### config.mk
export PLATFORM = sky130hd
export DESIGN_NAME = escaped_frame_receiver_crc_check_unit
export DESIGN_NICKNAME = d
export VERILOG_FILES = /design/src/design/erx_pkg.sv /design/src/design/erx_front.sv /design/src/design/erx_queue.sv /design/src/design/erx_engine.sv /design/src/design/escaped_frame_receiver_crc_check_unit.sv
export VERILOG_INCLUDE_DIRS = /design/src /design/src/design
export SDC_FILE = /design/constraint.sdc
export NUM_CORES = 1
export LEC_CHECK = 0
export BUFFER_PORTS_ARGS = -buffer_cell sky130_fd_sc_hd__buf_2
export CORE_ASPECT_RATIO = 0.75
export CORE_MARGIN = 2
export CORE_UTILIZATION = 52
export DETAILED_ROUTE_END_ITERATION = 7
export GPL_ROUTABILITY_DRIVEN = 0
export GPL_TIMING_DRIVEN = 0
export PLACE_DENSITY = 0.71
export RECOVER_POWER = 25
export SLEW_MARGIN = 20
export SYNTH_ARGS = -nofsm -noshare
export SYNTH_HDL_FRONTEND = slang
export SYNTH_SLANG_ARGS = --single-unit
### constraint.sdc
create_clock -name clk -period 3 [get_ports clk]
set_input_delay 0.45 -clock clk [delete_from_list [all_inputs] [get_ports clk]]
set_output_delay 0.45 -clock clk [all_outputs]
set_load 0.03 [all_outputs]
### src/design/escaped_frame_receiver_crc_check_unit_macros.svh
// Assertion helpers shared by the receiver modules.
// Each check is clocked on clk and is held off while rst_n is low.
`ifndef ESCAPED_FRAME_RECEIVER_CRC_CHECK_UNIT_MACROS_SVH
`define ESCAPED_FRAME_RECEIVER_CRC_CHECK_UNIT_MACROS_SVH

`ifndef NO_ASSERTIONS
`define ERX_ASSERT_SAME(lbl, ante, cons, msg) \
    lbl: assert property (@(posedge clk) disable iff (!rst_n) (ante) |-> (cons)) \
        else $error(msg);
`define ERX_ASSERT_NEXT(lbl, ante, cons, msg) \
    lbl: assert property (@(posedge clk) disable iff (!rst_n) (ante) |=> (cons)) \
        else $error(msg);
`else
`define ERX_ASSERT_SAME(lbl, ante, cons, msg)
`define ERX_ASSERT_NEXT(lbl, ante, cons, msg)
`endif

`endif

### src/design/erx_pkg.sv
package erx_pkg;

    // Configuration register indexes.
    localparam logic CFG_ESCAPE_CHAR = 1'b0;
    localparam logic CFG_END_CHAR    = 1'b1;

    localparam logic [7:0] ESCAPE_CHAR_RESET = 8'd241;
    localparam logic [7:0] END_CHAR_RESET    = 8'd242;

    // Result kinds.
    localparam logic KIND_PAYLOAD = 1'b0;
    localparam logic KIND_STATUS  = 1'b1;

    // Frame status codes.
    localparam logic [1:0] STATUS_OK        = 2'd0;
    localparam logic [1:0] STATUS_CRC_ERROR = 2'd1;
    localparam logic [1:0] STATUS_TOO_SHORT = 2'd2;

    localparam int unsigned MIN_FRAME_LEN = 3;
    localparam int unsigned LEN_W         = 9;

    localparam logic [15:0] CRC_POLY = 16'hA001;

    localparam int unsigned QUEUE_DEPTH = 4;
    localparam int unsigned QPTR_W      = 2;
    localparam int unsigned QCNT_W      = 3;

    // One decoded symbol passed from the front end to the frame engine.
    typedef struct packed {
        logic       is_end;
        logic [7:0] data;
    } sym_t;

    // One result beat.
    typedef struct packed {
        logic             is_command_code;
        logic             kind;
        logic [LEN_W-1:0] frame_length;
        logic [1:0]       frame_status;
        logic [7:0]       data;
    } result_t;

    // Queue occupancy flags seen by the front end and the frame engine.
    typedef struct packed {
        logic full;
        logic empty;
    } qstat_t;

    // Bytewise CRC-16/ARC step, reflected, LSB first.
    function automatic logic [15:0] crc16_arc_byte(logic [15:0] crc, logic [7:0] data);
        logic [15:0] c;
        c = crc ^ {8'd0, data};
        for (int i = 0; i < 8; i++) begin
            if (c[0])
            begin
                c = (c >> 1) ^ CRC_POLY;
            end
            else
            begin
                c = c >> 1;
            end
        end
        return c;
    endfunction

endpackage

### src/design/erx_front.sv
module erx_front (
    input  logic                clk,
    input  logic                rst_n,
    input  logic                cfg_we,
    input  logic [0:0]          cfg_index,
    input  logic [7:0]          cfg_wdata,
    input  logic                s_tvalid,
    output logic                s_tready,
    input  logic [7:0]          s_tdata,
    input  erx_pkg::qstat_t     qstat,
    output logic                push,
    output erx_pkg::sym_t       push_sym
);

`include "escaped_frame_receiver_crc_check_unit_macros.svh"

    logic [7:0] escape_char_reg;
    logic [7:0] end_char_reg;
    logic       esc_pending_reg;
    logic       esc_pending_next;
    logic       accept;

    assign s_tready = !qstat.full;
    assign accept   = s_tvalid && s_tready;

    // A byte after an escape is always data; escape wins over end.
    always_comb
    begin
        esc_pending_next = esc_pending_reg;
        push             = 1'b0;
        push_sym.is_end  = 1'b0;
        push_sym.data    = s_tdata;
        if (accept)
        begin
            priority if (esc_pending_reg)
            begin
                esc_pending_next = 1'b0;
                push             = 1'b1;
            end
            else if (s_tdata == escape_char_reg)
            begin
                esc_pending_next = 1'b1;
            end
            else if (s_tdata == end_char_reg)
            begin
                push            = 1'b1;
                push_sym.is_end = 1'b1;
            end
            else
            begin
                push = 1'b1;
            end
        end
    end

    always_ff @(posedge clk or negedge rst_n)
    begin
        if (!rst_n)
        begin
            escape_char_reg <= erx_pkg::ESCAPE_CHAR_RESET;
            end_char_reg    <= erx_pkg::END_CHAR_RESET;
            esc_pending_reg <= 1'b0;
        end
        else
        begin
            esc_pending_reg <= esc_pending_next;
            if (cfg_we)
            begin
                unique case (cfg_index)
                    erx_pkg::CFG_ESCAPE_CHAR: escape_char_reg <= cfg_wdata;
                    erx_pkg::CFG_END_CHAR:    end_char_reg    <= cfg_wdata;
                    default:                  escape_char_reg <= escape_char_reg;
                endcase
            end
        end
    end

    `ERX_ASSERT_NEXT(a_esc_clears, accept && esc_pending_reg, !esc_pending_reg, "escape pending did not clear after the literal byte")

endmodule

### src/design/erx_queue.sv
module erx_queue (
    input  logic             clk,
    input  logic             rst_n,
    input  logic             push,
    input  erx_pkg::sym_t    push_sym,
    input  logic             pop,
    output erx_pkg::sym_t    head_sym,
    output erx_pkg::qstat_t  qstat
);

`include "escaped_frame_receiver_crc_check_unit_macros.svh"

    erx_pkg::sym_t                  mem_reg [erx_pkg::QUEUE_DEPTH];
    logic [erx_pkg::QPTR_W-1:0]     wr_ptr_reg;
    logic [erx_pkg::QPTR_W-1:0]     rd_ptr_reg;
    logic [erx_pkg::QCNT_W-1:0]     cnt_reg;
    logic [erx_pkg::QCNT_W-1:0]     cnt_next;

    assign qstat.full  = (cnt_reg == erx_pkg::QCNT_W'(erx_pkg::QUEUE_DEPTH));
    assign qstat.empty = (cnt_reg == '0);
    assign head_sym    = mem_reg[rd_ptr_reg];

    always_comb
    begin
        cnt_next = cnt_reg;
        if (push && !pop)
        begin
            cnt_next = cnt_reg + 1'b1;
        end
        else if (pop && !push)
        begin
            cnt_next = cnt_reg - 1'b1;
        end
    end

    always_ff @(posedge clk or negedge rst_n)
    begin
        if (!rst_n)
        begin
            wr_ptr_reg <= '0;
            rd_ptr_reg <= '0;
            cnt_reg    <= '0;
        end
        else
        begin
            cnt_reg <= cnt_next;
            if (push)
            begin
                wr_ptr_reg <= wr_ptr_reg + 1'b1;
            end
            if (pop)
            begin
                rd_ptr_reg <= rd_ptr_reg + 1'b1;
            end
        end
    end

    always_ff @(posedge clk)
    begin
        if (push)
        begin
            mem_reg[wr_ptr_reg] <= push_sym;
        end
    end

    `ERX_ASSERT_SAME(a_no_overflow, push && !pop, !qstat.full, "symbol queue written while full")
    `ERX_ASSERT_SAME(a_no_underflow, pop, !qstat.empty, "symbol queue read while empty")

endmodule

### src/design/erx_engine.sv
module erx_engine #(
    parameter int unsigned FRAME_CAPACITY = 256
) (
    input  logic             clk,
    input  logic             rst_n,
    input  erx_pkg::qstat_t  qstat,
    input  erx_pkg::sym_t    head_sym,
    output logic             pop,
    output logic             m_tvalid,
    input  logic             m_tready,
    output erx_pkg::result_t result
);

`include "escaped_frame_receiver_crc_check_unit_macros.svh"

    localparam int unsigned CNT_W = $clog2(FRAME_CAPACITY + 1);

    logic [CNT_W-1:0]   count_reg;
    logic [CNT_W-1:0]   count_next;
    logic [7:0]         dly0_reg;
    logic [7:0]         dly0_next;
    logic [7:0]         dly1_reg;
    logic [7:0]         dly1_next;
    logic [15:0]        crc_reg;
    logic [15:0]        crc_next;
    logic               out_valid_reg;
    logic               out_valid_next;
    erx_pkg::result_t   out_reg;
    erx_pkg::result_t   out_next;
    logic               produce;

    // The result register takes a new beat when it is empty or being drained.
    assign pop      = !qstat.empty && (!out_valid_reg || m_tready);
    assign m_tvalid = out_valid_reg;
    assign result   = out_reg;

    always_comb
    begin
        count_next = count_reg;
        dly0_next  = dly0_reg;
        dly1_next  = dly1_reg;
        crc_next   = crc_reg;
        produce    = 1'b0;
        out_next   = '0;
        if (pop)
        begin
            if (head_sym.is_end)
            begin
                produce               = 1'b1;
                out_next.kind         = erx_pkg::KIND_STATUS;
                out_next.frame_length = erx_pkg::LEN_W'(count_reg);
                if (count_reg < CNT_W'(erx_pkg::MIN_FRAME_LEN))
                begin
                    out_next.frame_status = erx_pkg::STATUS_TOO_SHORT;
                end
                else if ({dly1_reg, dly0_reg} == crc_reg)
                begin
                    out_next.frame_status = erx_pkg::STATUS_OK;
                end
                else
                begin
                    out_next.frame_status = erx_pkg::STATUS_CRC_ERROR;
                end
                count_next = '0;
                dly0_next  = '0;
                dly1_next  = '0;
                crc_next   = '0;
            end
            else if (count_reg != CNT_W'(FRAME_CAPACITY))
            begin
                if (count_reg >= CNT_W'(2))
                begin
                    produce                  = 1'b1;
                    out_next.kind            = erx_pkg::KIND_PAYLOAD;
                    out_next.data            = dly0_reg;
                    out_next.is_command_code = (count_reg == CNT_W'(2));
                    crc_next = erx_pkg::crc16_arc_byte(crc_reg, dly0_reg);
                end
                dly0_next  = dly1_reg;
                dly1_next  = head_sym.data;
                count_next = count_reg + 1'b1;
            end
        end
    end

    always_comb
    begin
        out_valid_next = out_valid_reg;
        if (pop)
        begin
            out_valid_next = produce;
        end
        else if (m_tready)
        begin
            out_valid_next = 1'b0;
        end
    end

    always_ff @(posedge clk or negedge rst_n)
    begin
        if (!rst_n)
        begin
            count_reg     <= '0;
            dly0_reg      <= '0;
            dly1_reg      <= '0;
            crc_reg       <= '0;
            out_valid_reg <= 1'b0;
        end
        else
        begin
            count_reg     <= count_next;
            dly0_reg      <= dly0_next;
            dly1_reg      <= dly1_next;
            crc_reg       <= crc_next;
            out_valid_reg <= out_valid_next;
        end
    end

    always_ff @(posedge clk)
    begin
        if (pop && produce)
        begin
            out_reg <= out_next;
        end
    end

    `ERX_ASSERT_SAME(a_count_cap, 1'b1, count_reg <= CNT_W'(FRAME_CAPACITY), "frame byte count above capacity")
    `ERX_ASSERT_NEXT(a_end_clears, pop && head_sym.is_end, count_reg == '0 && crc_reg == '0, "frame state not cleared after end")

endmodule

### src/design/escaped_frame_receiver_crc_check_unit.sv
// Channel  | Direction | Beat contents
// ---------+-----------+----------------------------------------------------------
// s_*      | in        | tdata[7:0] = rx_byte
// m_*      | out       | tuser = {is_command_code, out_kind}; tdata = {length, status, byte}
// cfg_*    | in        | write enable, register index (0 escape, 1 end), 8-bit data
//
// A received byte is accepted while the queue is not full, at one byte per cycle.
// The front end strips escapes and hands decoded symbols to the frame engine
// through a four-entry queue, so a stalled output does not stop input at once.
// A status result is registered at the edge that pops its end symbol; a payload
// byte as it leaves the two-byte delay. Reset clears the escape state, the queue,
// the frame state and loads the default escape (241) and end (242) characters.
module escaped_frame_receiver_crc_check_unit #(
    parameter int unsigned FRAME_CAPACITY = 256
) (
    input  logic        clk,
    input  logic        rst_n,
    // Configuration writes, user-made while the receiver is idle; the block does not check.
    input  logic        cfg_we,
    input  logic [0:0]  cfg_index,
    input  logic [7:0]  cfg_wdata,
    // Raw bytes from the serial link.
    input  logic        s_tvalid,
    output logic        s_tready,
    input  logic [7:0]  s_tdata,    // [7:0] rx_byte
    // Payload bytes and end-of-frame status.
    output logic        m_tvalid,
    input  logic        m_tready,
    output logic [23:0] m_tdata,    // [7:0] out_byte, [9:8] frame_status,
                                    // [18:10] frame_length, [23:19] zero
    output logic [1:0]  m_tuser     // [0] out_kind, [1] is_command_code
);

    erx_pkg::qstat_t  qstat;
    erx_pkg::sym_t    push_sym;
    erx_pkg::sym_t    head_sym;
    erx_pkg::result_t result;
    logic             push;
    logic             pop;

    // Escape removal and end detection; one symbol per accepted byte at most.
    erx_front u_front (
        .clk       (clk),
        .rst_n     (rst_n),
        .cfg_we    (cfg_we),
        .cfg_index (cfg_index),
        .cfg_wdata (cfg_wdata),
        .s_tvalid  (s_tvalid),
        .s_tready  (s_tready),
        .s_tdata   (s_tdata),
        .qstat     (qstat),
        .push      (push),
        .push_sym  (push_sym)
    );

    // Decouples the byte decoder from the frame engine.
    erx_queue u_queue (
        .clk      (clk),
        .rst_n    (rst_n),
        .push     (push),
        .push_sym (push_sym),
        .pop      (pop),
        .head_sym (head_sym),
        .qstat    (qstat)
    );

    // Frame storage count, two-byte CRC delay, running CRC and result register.
    erx_engine #(
        .FRAME_CAPACITY (FRAME_CAPACITY)
    ) u_engine (
        .clk      (clk),
        .rst_n    (rst_n),
        .qstat    (qstat),
        .head_sym (head_sym),
        .pop      (pop),
        .m_tvalid (m_tvalid),
        .m_tready (m_tready),
        .result   (result)
    );

    // Status beats carry a zero byte; payload beats carry zero status and length.
    assign m_tdata = {5'd0, result.frame_length, result.frame_status, result.data};
    assign m_tuser = {result.is_command_code, result.kind};

endmodule
# Word level (Yosys, flattened, before mapping)
# Memories as Yosys holds them, arrays and structs flattened.
# Cells that the tools add are included.
[op_classes]
addsub = 5
magnitude_cmp = 2
eq_ne = 6
n_mux = 68
n_bitwise = 14
reduce_logical = 23
[op_table]
columns = ["operator", "n"]
rows = [
  ["16-bit 2-to-1 mux", 39],
  ["8-bit 2-to-1 mux", 4],
  ["2-bit NOT with 3-bit output", 8],
  ["1-bit 2-to-1 mux", 20],
  ["9-bit 2-to-1 mux", 2],
  ["16-bit equality test", 1],
  ["8-bit equality test", 2],
  ["16-bit by 8-bit bitwise XOR with 16-bit output", 1],
  ["9-bit by 1-bit adder with 9-bit output (second input constant)", 1],
  ["9-bit by 2-bit equality test with 1-bit output (second input constant)", 1],
  ["9-bit by 2-bit >= comparator with 1-bit output (second input constant)", 1],
  ["9-bit by 2-bit < comparator with 1-bit output (second input constant)", 1],
  ["9-bit != test (second input constant)", 1],
  ["2-bit AND reduction", 4],
  ["2-bit nonzero test", 4],
  ["3-bit 2-to-1 mux", 2],
  ["1-bit logical AND", 5],
  ["1-bit zero test", 5],
  ["1-bit NOT", 5],
  ["2-bit by 1-bit adder with 2-bit output (second input constant)", 2],
  ["4-bit OR reduction", 1],
  ["3-bit by 1-bit adder with 3-bit output (second input constant)", 1],
  ["3-bit equality test (second input constant)", 1],
  ["3-bit zero test", 1],
  ["5 further kinds", 5],
]
[word_totals]
ff_bits = 87
ram_bits = 36
output_inout_bits = 28
mem_count = 1
[memory_table]
columns = ["name", "depth", "width", "rd", "rd_ports_with_merged_regs", "write_ports", "line", "source"]
rows = [
  ["u_queue.mem_reg", 4, 9, 1, 0, 1, "erx_queue.sv:13", "erx_pkg::sym_t mem_reg [erx_pkg::QUEUE_DEPTH];"],
]

# Longest topological paths before layout
# Gate-level depths: netlist of the first run.
[logic_depth]
word_depth = 48
mapped_depth = 11

# Modules after synthesis
# From an unflattened synthesis of the first run, not the netlist that was laid out.
[hier_totals]
cells_unflattened = 383
area_unflattened_um2 = 5511.5
[by_module_without_submodules]
columns = ["mod", "instances", "cells_per_inst", "area_per_inst_um2", "seq_area_each_um2"]
rows = [
  ["erx_engine", 1, 222, 2870.3, 1681.6],
  ["erx_queue", 1, 81, 1694.1, 1256.2],
  ["erx_front", 1, 74, 905.9, 437.9],
  ["escaped_frame_receiver_crc_check_unit", 1, 6, 41.3, 0.0],
]

# Worst setup path before layout of the first run
# Ideal clock, no wire load.
[synth_path]
path_type = "register to register"
start = "register u_engine.crc_reg[0]"
end = "register u_engine.crc_reg[0]"
setup_time_ns = 0.121
t_arrival_ns = 2.265
setup_slack_ns = 0.614
stages_incl_launch_ff = 9
n_path_buf = 0
synth_period_minus_slack_ns = 2.386
path_cell_list = "dfrtp_1 > xor2_1 > inv_1 > ha_1 > xor3_1 > xor3_2 > xor3_1 > xor2_1 > a22o_1"
[synth_between]
elab_chain_cells = 40
[synth_lines]
columns = ["element", "line", "source"]
rows = [
  ["start: declaration", "erx_engine.sv:24", "logic [15:0] crc_reg;"],
  ["start signal: assignment", "erx_engine.sv:114", "crc_reg <= crc_next;"],
  ["16-bit by 8-bit bitwise XOR with 16-bit output", "erx_pkg.sv:52", "c = crc ^ {8'd0, data};"],
  ["16-bit 2-to-1 mux", "erx_pkg.sv:54", "if (c[0])"],
  ["16-bit 2-to-1 mux", "erx_engine.sv:71", "if (count_reg >= CNT_W'(2))"],
  ["16-bit 2-to-1 mux", "erx_engine.sv:69", "else if (count_reg != CNT_W'(FRAME_CAPACITY))"],
  ["16-bit 2-to-1 mux", "erx_engine.sv:47", "if (head_sym.is_end)"],
  ["16-bit 2-to-1 mux", "erx_engine.sv:45", "if (pop)"],
  ["16-bit 2-to-1 mux", "erx_pkg.sv:54", ""],
  ["16-bit 2-to-1 mux", "erx_engine.sv:71", ""],
  ["(+24 left out)", "n/a", ""],
  ["16-bit 2-to-1 mux", "erx_engine.sv:71", ""],
  ["16-bit 2-to-1 mux", "erx_engine.sv:69", ""],
  ["16-bit 2-to-1 mux", "erx_engine.sv:47", ""],
  ["16-bit 2-to-1 mux", "erx_engine.sv:45", ""],
  ["16-bit 2-to-1 mux", "erx_pkg.sv:54", ""],
  ["16-bit 2-to-1 mux", "erx_engine.sv:71", ""],
  ["16-bit 2-to-1 mux", "erx_engine.sv:69", ""],
  ["16-bit 2-to-1 mux", "erx_engine.sv:47", ""],
]
# No other way between the ends. The select of a mux whose other input is x is not followed.
# A chain may end at the register's enable or synchronous reset.

# Worst setup path after layout of the first run
[layout_path]
start = "register u_queue.cnt_reg[1] (netlist name)"
end = "register u_queue.cnt_reg[2] (netlist name)"
[layout_between]
elab_chain_cells = 7
[layout_lines]
columns = ["element", "line", "source"]
rows = [
  ["start: declaration", "erx_queue.sv:16", "logic [erx_pkg::QCNT_W-1:0] cnt_reg;"],
  ["start signal: assignment", "erx_queue.sv:46", "cnt_reg <= cnt_next;"],
  ["3-bit equality test", "erx_queue.sv:19", "assign qstat.full = (cnt_reg == erx_pkg::QCNT_W'(erx_pkg::QUEUE_DEPTH));"],
  ["1-bit zero test", "erx_front.sv:23", "assign s_tready = !qstat.full;"],
  ["1-bit logical AND", "erx_front.sv:24", "assign accept = s_tvalid && s_tready;"],
  ["1-bit 2-to-1 mux", "erx_front.sv:33", "if (accept)"],
  ["1-bit zero test", "erx_queue.sv:30", "else if (pop && !push)"],
  ["1-bit logical AND", "erx_queue.sv:30", ""],
  ["2-bit nonzero test (no source line)", "n/a", ""],
]
# Several ways; a longest one is shown, not always the timed one. The select of a mux whose other input is x is not followed.

==> summary.md, run 1 <==
| Metric | Value |
|---|---|
| Status | `finished, final reports clean` |
| First-pass GRT wire length | `17.07 mm` |
| Layout cell share with drive strength beyond 1 | `27.39%` |
| Worst EP required | `3.35 ns` |
| Initial Utilization | `53.46%` |
| Launch point of the worst path | `u_queue.cnt_reg[1]$_DFFE_PN0P_` |
| Ys async rst share | `53.66%` |
| Largest net degree at the start of global routing | `45` |
| Setup slack after layout | `0.3434 ns` |
| Clk pwr share | `27.9%` |
| Netlist Area Pre-Place | `5523 um2` |
| Uppermost layer routed | `met4` |
| Reg power frac | `34.8%` |
| Crit Reg-Reg Endpoint | `u_queue.cnt_reg[2]$_DFFE_PN0P_` |
| Endpoints failing setup | `0` |
| Crit path DAT | `3.00 ns` |
| Number of global-route vias before repair | `3279` |
| Syn-to-layout area delta | `19.01%` |
| Final hold vios | `0` |
| TritonCTS clock tree | `built` |
| Antenna Cells | `0` |
| DR DRC count | `0` |
| TritonCTS buffer count | `17` |
| Pre-CTS setup slack | `0.2476 ns` |
| Max Cap Viol | `0` |
| P_leak | `2.760 nW` |
| VDD IR max | `530.3 uV` |
| Full die area | `11470 um2` |
| Setup TNS | `0 ns` |
| Most common cell after layout, fill and taps aside | `edfxtp_1` |
| I/O Pins | `50` |
| Post-DR vias/cell | `5.423` |
| Slew Limit Fails | `0` |
| Initial drt markers | `232` |
| Slowest Stage Delay on Critical Path | `0.45 ns` |
| Clock skew | `0.01000 ns` |
| Sequential area share after synthesis | `61.12%` |
| Final ANT Viol Nets | `0` |
| Worst path buffer plus inverter count | `3` |
| Synth Flop Type | `edfxtp_1` |
| CTS root buf | `clkbuf_16` |
| GR Overflow Total | `0` |
| Max-slew headroom | `4.666%` |
| Die Y-Extent | `93.25 um` |
| Synth area leaders | `edfxtp_1 (31%), dfrtp_1 (25%), dfstp_2 (4.8%)` |
| DRT met1 WL | `4.783 mm` |
| R2r setup slk | `0.34 ns` |
| Mean Syn Cell Area | `14.20 um2` |
| Syn Inst Count | `389` |
| Critical Path, Cell by Cell | `o31a_1 -> inv_1 -> clkbuf_1 -> ha_1 -> inv_1 -> fa_1 -> xor2_1 -> nor2_1 -> xor2_1` |
| WL met2 | `4.698 mm` |
| H-tree Lvls | `4` |
| Fmax | `0.3764 GHz` |
| Clock slew at reported path FFs | `0.06 ns` |
| Final nets | `493` |
| CP Launch Type | `flop` |
| PD cells | `1161 nW/um2` |
| Die W | `123 um` |
| Worst reg2reg path startpoint | `u_queue.cnt_reg[1]$_DFFE_PN0P_` |
| Core area | `10330 um2` |
| Tmin final | `2.657 ns` |
| Worst Max-Slew Pin Slew | `1.430 ns` |
| Crit-path slowest cell | `o31a_1` |
| Top cell type's share of synthesized area | `30.99%` |
| Gr usage total | `20.24%` |
| DR WL met3 | `571 um` |
| Post-synth EDFFs | `57` |
| Initial antenna violation count | `0` |
| Max Root-Sink Buffers | `2` |
| Power Internal | `4.848 mW` |
| Min-delay src | `cfg_wdata[5]` |
| Most frequent cells in the layout | `edfxtp_1 (57), dfrtp_1 (56), buf_2 (39)` |
| Clk_lat worst skew | `0.42 ns` |
| CP max FO | `10` |
| RSZ-0062 raised after global routing | `no` |
| Combinational Power Share | `37.3%` |
| Port bufs | `44` |
| Post-synth top area cell | `edfxtp_1` |
| Max reg flops | `36` |
| Synth Warn # | `0` |
| WL/cell | `16.78 um` |
| R2R depth | `9` |
| P_sw | `2.782 mW` |
| Synth unique cells | `47` |
| Switching Share | `36.46%` |
| Drt total wl | `10.19 mm` |
| Crit-path leading delay family | `adder cells` |
| Worst Hold Depth | `2` |
| CTS sink count | `123` |
| # rows | `32` |
| HP Class | `in -> reg` |
| Critical Path Sink Type | `flop` |
| HPWL Detailed | `6.850 mm` |
| Final period util | `88.55%` |
| Critical path type | `reg -> reg` |
| Min-Delay Endpoint | `u_front.end_char_reg[5]$_DFFE_PN1P_` |
| Yosys reg bits | `123` |
| Drt pass-1 iters | `4` |
| Routed via count | `3292` |
==> cells in the mapped netlist, types with 11 or more instances <==
cell type  number
a22o_1         18
and2_1         11
and3_1         11
dfrtp_1        56
edfxtp_1       57
ha_1           12
mux2_2         20
nand2_1        32
o21ai_0        15
xnor2_1        22
xor2_1         23
==> final cells by class <==
| cell class | instances | area (um2) |
|---|---|---|
| Buffer | 19 | 107.6 |
| Inverter | 8 | 30.03 |
| Fill cell | 793 | 3757 |
| Sequential cell | 123 | 3376 |
| Clock inverter | 15 | 193.9 |
| Tap cell | 136 | 170.2 |
| Clock buffer | 17 | 425.4 |
| Multi-Input combinational cell | 243 | 2024 |
| Timing Repair Buffer | 46 | 245.2 |
==> worst max-delay path by stage <==
stage                                      end  depth (start not counted)  slack (ns)
2_1_floorplan  u_engine.crc_reg[0]$_DFFE_PN0P_                          8        0.61
3_3_place_gp    u_queue.cnt_reg[1]$_DFFE_PN0P_                         10        0.27
3_5_place_dp    u_queue.cnt_reg[1]$_DFFE_PN0P_                         10        0.25
4_1_cts         u_queue.cnt_reg[2]$_DFFE_PN0P_                          9        0.33
5_1_grt         u_queue.cnt_reg[2]$_DFFE_PN0P_                          9        0.11
6_report        u_queue.cnt_reg[2]$_DFFE_PN0P_                          9        0.34
==> cell families after synthesis <==
| group | count (synthesis) | synth area share (%) |
|---|---|---|
| XOR/XNOR | 49 | 8.745 |
| adder cells (fa/ha/maj) | 13 | 3.081 |
| multiplexers | 31 | 8.337 |
| buffers and inverters | 27 | 2.492 |
| AND/OR/NAND/NOR | 90 | 8.451 |
| other | 1 | 0.06790 |
| flip-flops | 123 | 61.12 |
| AO/OA/AOI/OAI | 55 | 7.703 |
==> metrics by stage <==
stage | total power [mW] | hold slack [ns] | utilization [%] | cells | instance area, um2
3_3_place_gp | 5.469 | 0.4835 | 57.39 | 573 | 5928
6_report | 7.629 | 0.2722 | 63.63 | 607 | 6573
3_5_place_dp | 5.535 | 0.3822 | 57.68 | 574 | 5958
5_1_grt | 8.102 | 0.2571 | 63.63 | 607 | 6573
2_1_floorplan | 4.821 | 0.1544 | - | 393 | 5538
4_1_cts | 7.696 | 0.2583 | 63.77 | 607 | 6588
==> routing by layer <==
layer	track usage, %	vias to the layer above
met2	29.93	95
met4	7.670	0
li1	-	1550
met3	6.829	14
met1	27.82	1633
met5	0	-
==> power groups by stage <==
| stage | Combinational, mW | Sequential [mW] | Clock, mW |
|---|---|---|---|
| 4_1_cts | 2.88 | 2.66 | 2.16 |
| 5_1_grt | 3.15 | 2.71 | 2.24 |
| 3_3_place_gp | 2.80 | 2.66 | 0 |
| 3_5_place_dp | 2.85 | 2.68 | 0 |
| 6_report | 2.84 | 2.66 | 2.13 |
| 2_1_floorplan | 1.90 | 2.92 | 0 |
==> repair_timing <==
action / in CTS / in global routing
hold buffers: 1 / 0
buffers inserted: 0 / 0
resized for setup: 0 / 0
hold endpoints to repair: 22 / 0
(Power assumes the default switching activity.)
==> run 2, diff against run 1 <==
Settings changed: ABC_AREA from default to 1, SYNTH_HIERARCHICAL from default to 1.
==> summary.md, run 2 <==
| Metric | Value |
|---|---|
| Drt pass-1 iters | `5 (+1)` |
| Final Util | `61.20% (-2.4 points)` |
| Synth Flop Type | `edfxtp_1` |
| Post-DR vias/cell | `5.133 (-5.3%)` |
| Met2 global-route usage | `34.25% (+4.3 points)` |
| Met1 Usage GRT | `29.25% (+1.4 points)` |
| Final nets | `725 (+47%)` |
| Routed via count | `4353 (+32%)` |
| Drt total wl | `12.71 mm (+25%)` |
| R2r setup slk | `0.83 ns (+0.48 ns)` |
| Max reg flops | `36 (unchanged)` |
| Filler Cell Count | `951 (+20%)` |
| RSZ-0062 raised after global routing | `no` |
| Min-delay src | `m_tready` |
| Slew Limit Fails | `0 (unchanged)` |
| Synth unique cells | `46 (-2.1%)` |
| HPWL Detailed | `8.791 mm (+28%)` |
| VDD IR max | `572.1 uV (+7.9%)` |
| Worst EP required | `3.30 ns (-0.05 ns)` |
| Crit Reg-Reg Endpoint | `u_queue/cnt_reg[2]$_DFFE_PN0P_` |
| Syn-to-layout area delta | `16.15%` |
| Die W | `128.6 um (+4.5%)` |
| Port bufs | `44 (unchanged)` |
| Final hold vios | `0 (unchanged)` |
| HP Class | `in -> reg` |
| Status | `finished, final reports clean` |
| Most frequent cells in the layout | `nand2_1 (165), inv_1 (94), edfxtp_1 (57)` |
| PD cells | `1095 nW/um2 (-5.7%)` |
| Clock slew at reported path FFs | `0.05 ns (about the same)` |
| H-tree Lvls | `4 (unchanged)` |
| Post-CTS Resized | `0 (unchanged)` |
| CP max FO | `6 (-4)` |
| Initial drt markers | `289 (+25%)` |
| Top-count cell post-synth | `nand2_1` |
| Tmin final | `2.173 ns (-0.4840 ns)` |
| First-pass GRT wire length | `20.97 mm (+23%)` |
| P_leak | `3.202 nW (+16%)` |
| Setup TNS | `0 ns (unchanged)` |
| Endpoints failing setup | `0 (unchanged)` |
| Yosys reg bits | `123 (unchanged)` |
| Full die area | `12530 um2 (+9.2%)` |
| Most common cell after layout, fill and taps aside | `nand2_1` |
| # rows | `34 (+6.3%)` |
| Pre-CTS setup slack | `0.8107 ns (+0.5632 ns)` |
| Area post-placement | `6497 um2 (+9.1%)` |
| Min-Delay Endpoint | `u_engine/m_tvalid$_DFFE_PN0P_` |
| Clock skew | `0.009326 ns (-0.0006788 ns)` |
| Placed insts | `815 (+42%)` |
| Met3 Usage GRT | `5.782% (-1.0 points)` |
| Final instance area | `7029 um2 (+6.9%)` |
| Largest net degree at the start of global routing | `57 (+27%)` |
| TritonCTS buffer count | `17 (unchanged)` |
| CTS root buf | `clkbuf_16` |
| Synth area leaders | `edfxtp_1 (28%), dfrtp_1 (23%), nand2_1 (10%)` |
| Fmax | `0.4603 GHz (+22%)` |
| Sequential area share after synthesis | `55.78% (-5.3 points)` |
| Netlist Area Pre-Place | `6052 um2 (+9.6%)` |
| WL/cell | `14.98 um (-11%)` |
| TritonCTS clock tree | `built` |
| Core area | `11490 um2 (+11%)` |
| Final period util | `72.42% (-16 points)` |
| DR DRC count | `0 (unchanged)` |
| Layout cell share with drive strength beyond 1 | `20.03% (-7.4 points)` |
| FF+latch area | `3376 um2 (unchanged)` |
| Max-slew headroom | `52.30% (+48 points)` |
| Worst Hold Depth | `2 (unchanged)` |
| Mean Syn Cell Area | `9.730 um2 (-31%)` |
| Multi-input logic area | `2073 um2 (+2.4%)` |
| Synth Warn # | `6 (+6)` |
| Critical Path Sink Type | `flop` |
| Setup slack after layout | `0.8275 ns (+0.4841 ns)` |
| Post-synth EDFFs | `57 (unchanged)` |
| Critical path type | `reg -> reg` |
| Syn Inst Count | `622 (+60%)` |
| Worst hold margin | `0.2349 ns (-0.03735 ns)` |
| Die Y-Extent | `97.43 um (+4.5%)` |
| Ys async rst share | `53.66% (unchanged)` |
| Number of global-route vias before repair | `4315 (+32%)` |
| I/O Pins | `50 (unchanged)` |
| Most frequent cells after synthesis | `nand2_1 (165), inv_1 (94), edfxtp_1 (57)` |
| Worst reg2reg path startpoint | `u_queue/cnt_reg[0]$_DFFE_PN0P_` |
| GR Overflow Total | `0 (unchanged)` |
| Finished Layout Cells | `848 (+40%)` |
| Antenna Cells | `0 (unchanged)` |
| CTS sink count | `123 (unchanged)` |
| Clk_lat worst skew | `0.41 ns (about the same)` |
| R2R depth | `10 (+1)` |
| Initial Utilization | `52.69% (-0.77 points)` |
| Total power | `7.694 mW (+0.84%)` |
| Max Cap Viol | `0 (unchanged)` |
| Gr usage total | `21.98% (+1.7 points)` |
| Worst Max-Slew Pin Slew | `0.7155 ns (-0.7145 ns)` |
| Post-synth top area cell | `edfxtp_1` |
| Max Root-Sink Buffers | `2 (unchanged)` |
| CP Launch Type | `flop` |
| Final ANT Viol Nets | `0 (unchanged)` |
| Initial antenna violation count | `0 (unchanged)` |
| GRT busiest layer | `met2` |
| Crit path DAT | `2.47 ns (-0.53 ns)` |
| Top cell type's share of synthesized area | `28.28% (-2.7 points)` |
[run 2: changes by cell type in the layout (fill, tap and decap cells not counted), sizes merged, moves of 18 or more]
cell    delta
nand2    +140
inv       +95
o21ai     +31
nor2      +25
a22o      -20
mux2      -20
nand3     +18
o211ai    +18
[run 2: area by class of cell]
type / instances / share of cell area (%)
buffer: 26 / 2.617
clock inverter: 14 / 1.833
clock buffer: 18 / 6.248
inverter: 105 / 5.714
multi-input combinational: 372 / 29.49
sequential: 123 / 48.02
timing repair buffer: 46 / 3.507
tap: 144 / 2.563
[run 2: cells by family after synthesis]
| group | synth area share (%) |
|---|---|
| flops | 55.78 |
| buf+inv | 10.21 |
| simple gates | 18.54 |
| fa+ha+maj | 2.605 |
| xor+xnor | 3.453 |
| compound gates | 9.345 |
| other cells | 0.06196 |
[run 2: worst max path at each step]
stage	slack, ns	start	end
2_1_floorplan	1.10	u_queue/cnt_reg[0]$_DFFE_PN0P_	u_queue/cnt_reg[1]$_DFFE_PN0P_
4_1_cts	0.82	u_queue/rd_ptr_reg[0]$_DFFE_PN0P_	u_engine/result[9]$_SDFFCE_PN0P_
3_5_place_dp	0.81	s_tdata[7]	u_queue/cnt_reg[1]$_DFFE_PN0P_
6_report	0.83	u_queue/cnt_reg[0]$_DFFE_PN0P_	u_queue/cnt_reg[2]$_DFFE_PN0P_
3_3_place_gp	0.87	s_tdata[1]	u_queue/cnt_reg[1]$_DFFE_PN0P_
5_1_grt	0.67	u_queue/rd_ptr_reg[0]$_DFFE_PN0P_	u_engine/result[18]$_SDFFCE_PN0P_
[run 2: power by group]
part           internal, mW  switching, mW
clock network          1.22          0.727
logic                 0.958           2.22
registers              2.34          0.223
total                  4.52           3.17
[run 2: metal layers]
metal  wire, um  up-vias
li1           -     2129
met1       5869     2079
met2       5945      121
met3        635       24
met4        255        0
met5          0        -
[run 2: what timing repair did]
item,in CTS,in global routing
hold endpoints to repair,6,0
buffers inserted,0,0
hold buffers,1,0
[run 2: worst max-delay path: stages, from the launching register on]
cell and delay, ns:
dfrtp_1 0.43, nor3_1 0.46, nor2_4 0.17, inv_1 0.09, ha_1 0.17, inv_1 0.07, fa_1 0.38, nand2_1 0.11
nand3_1 0.07, nand2_1 0.06, nand2_1 0.05
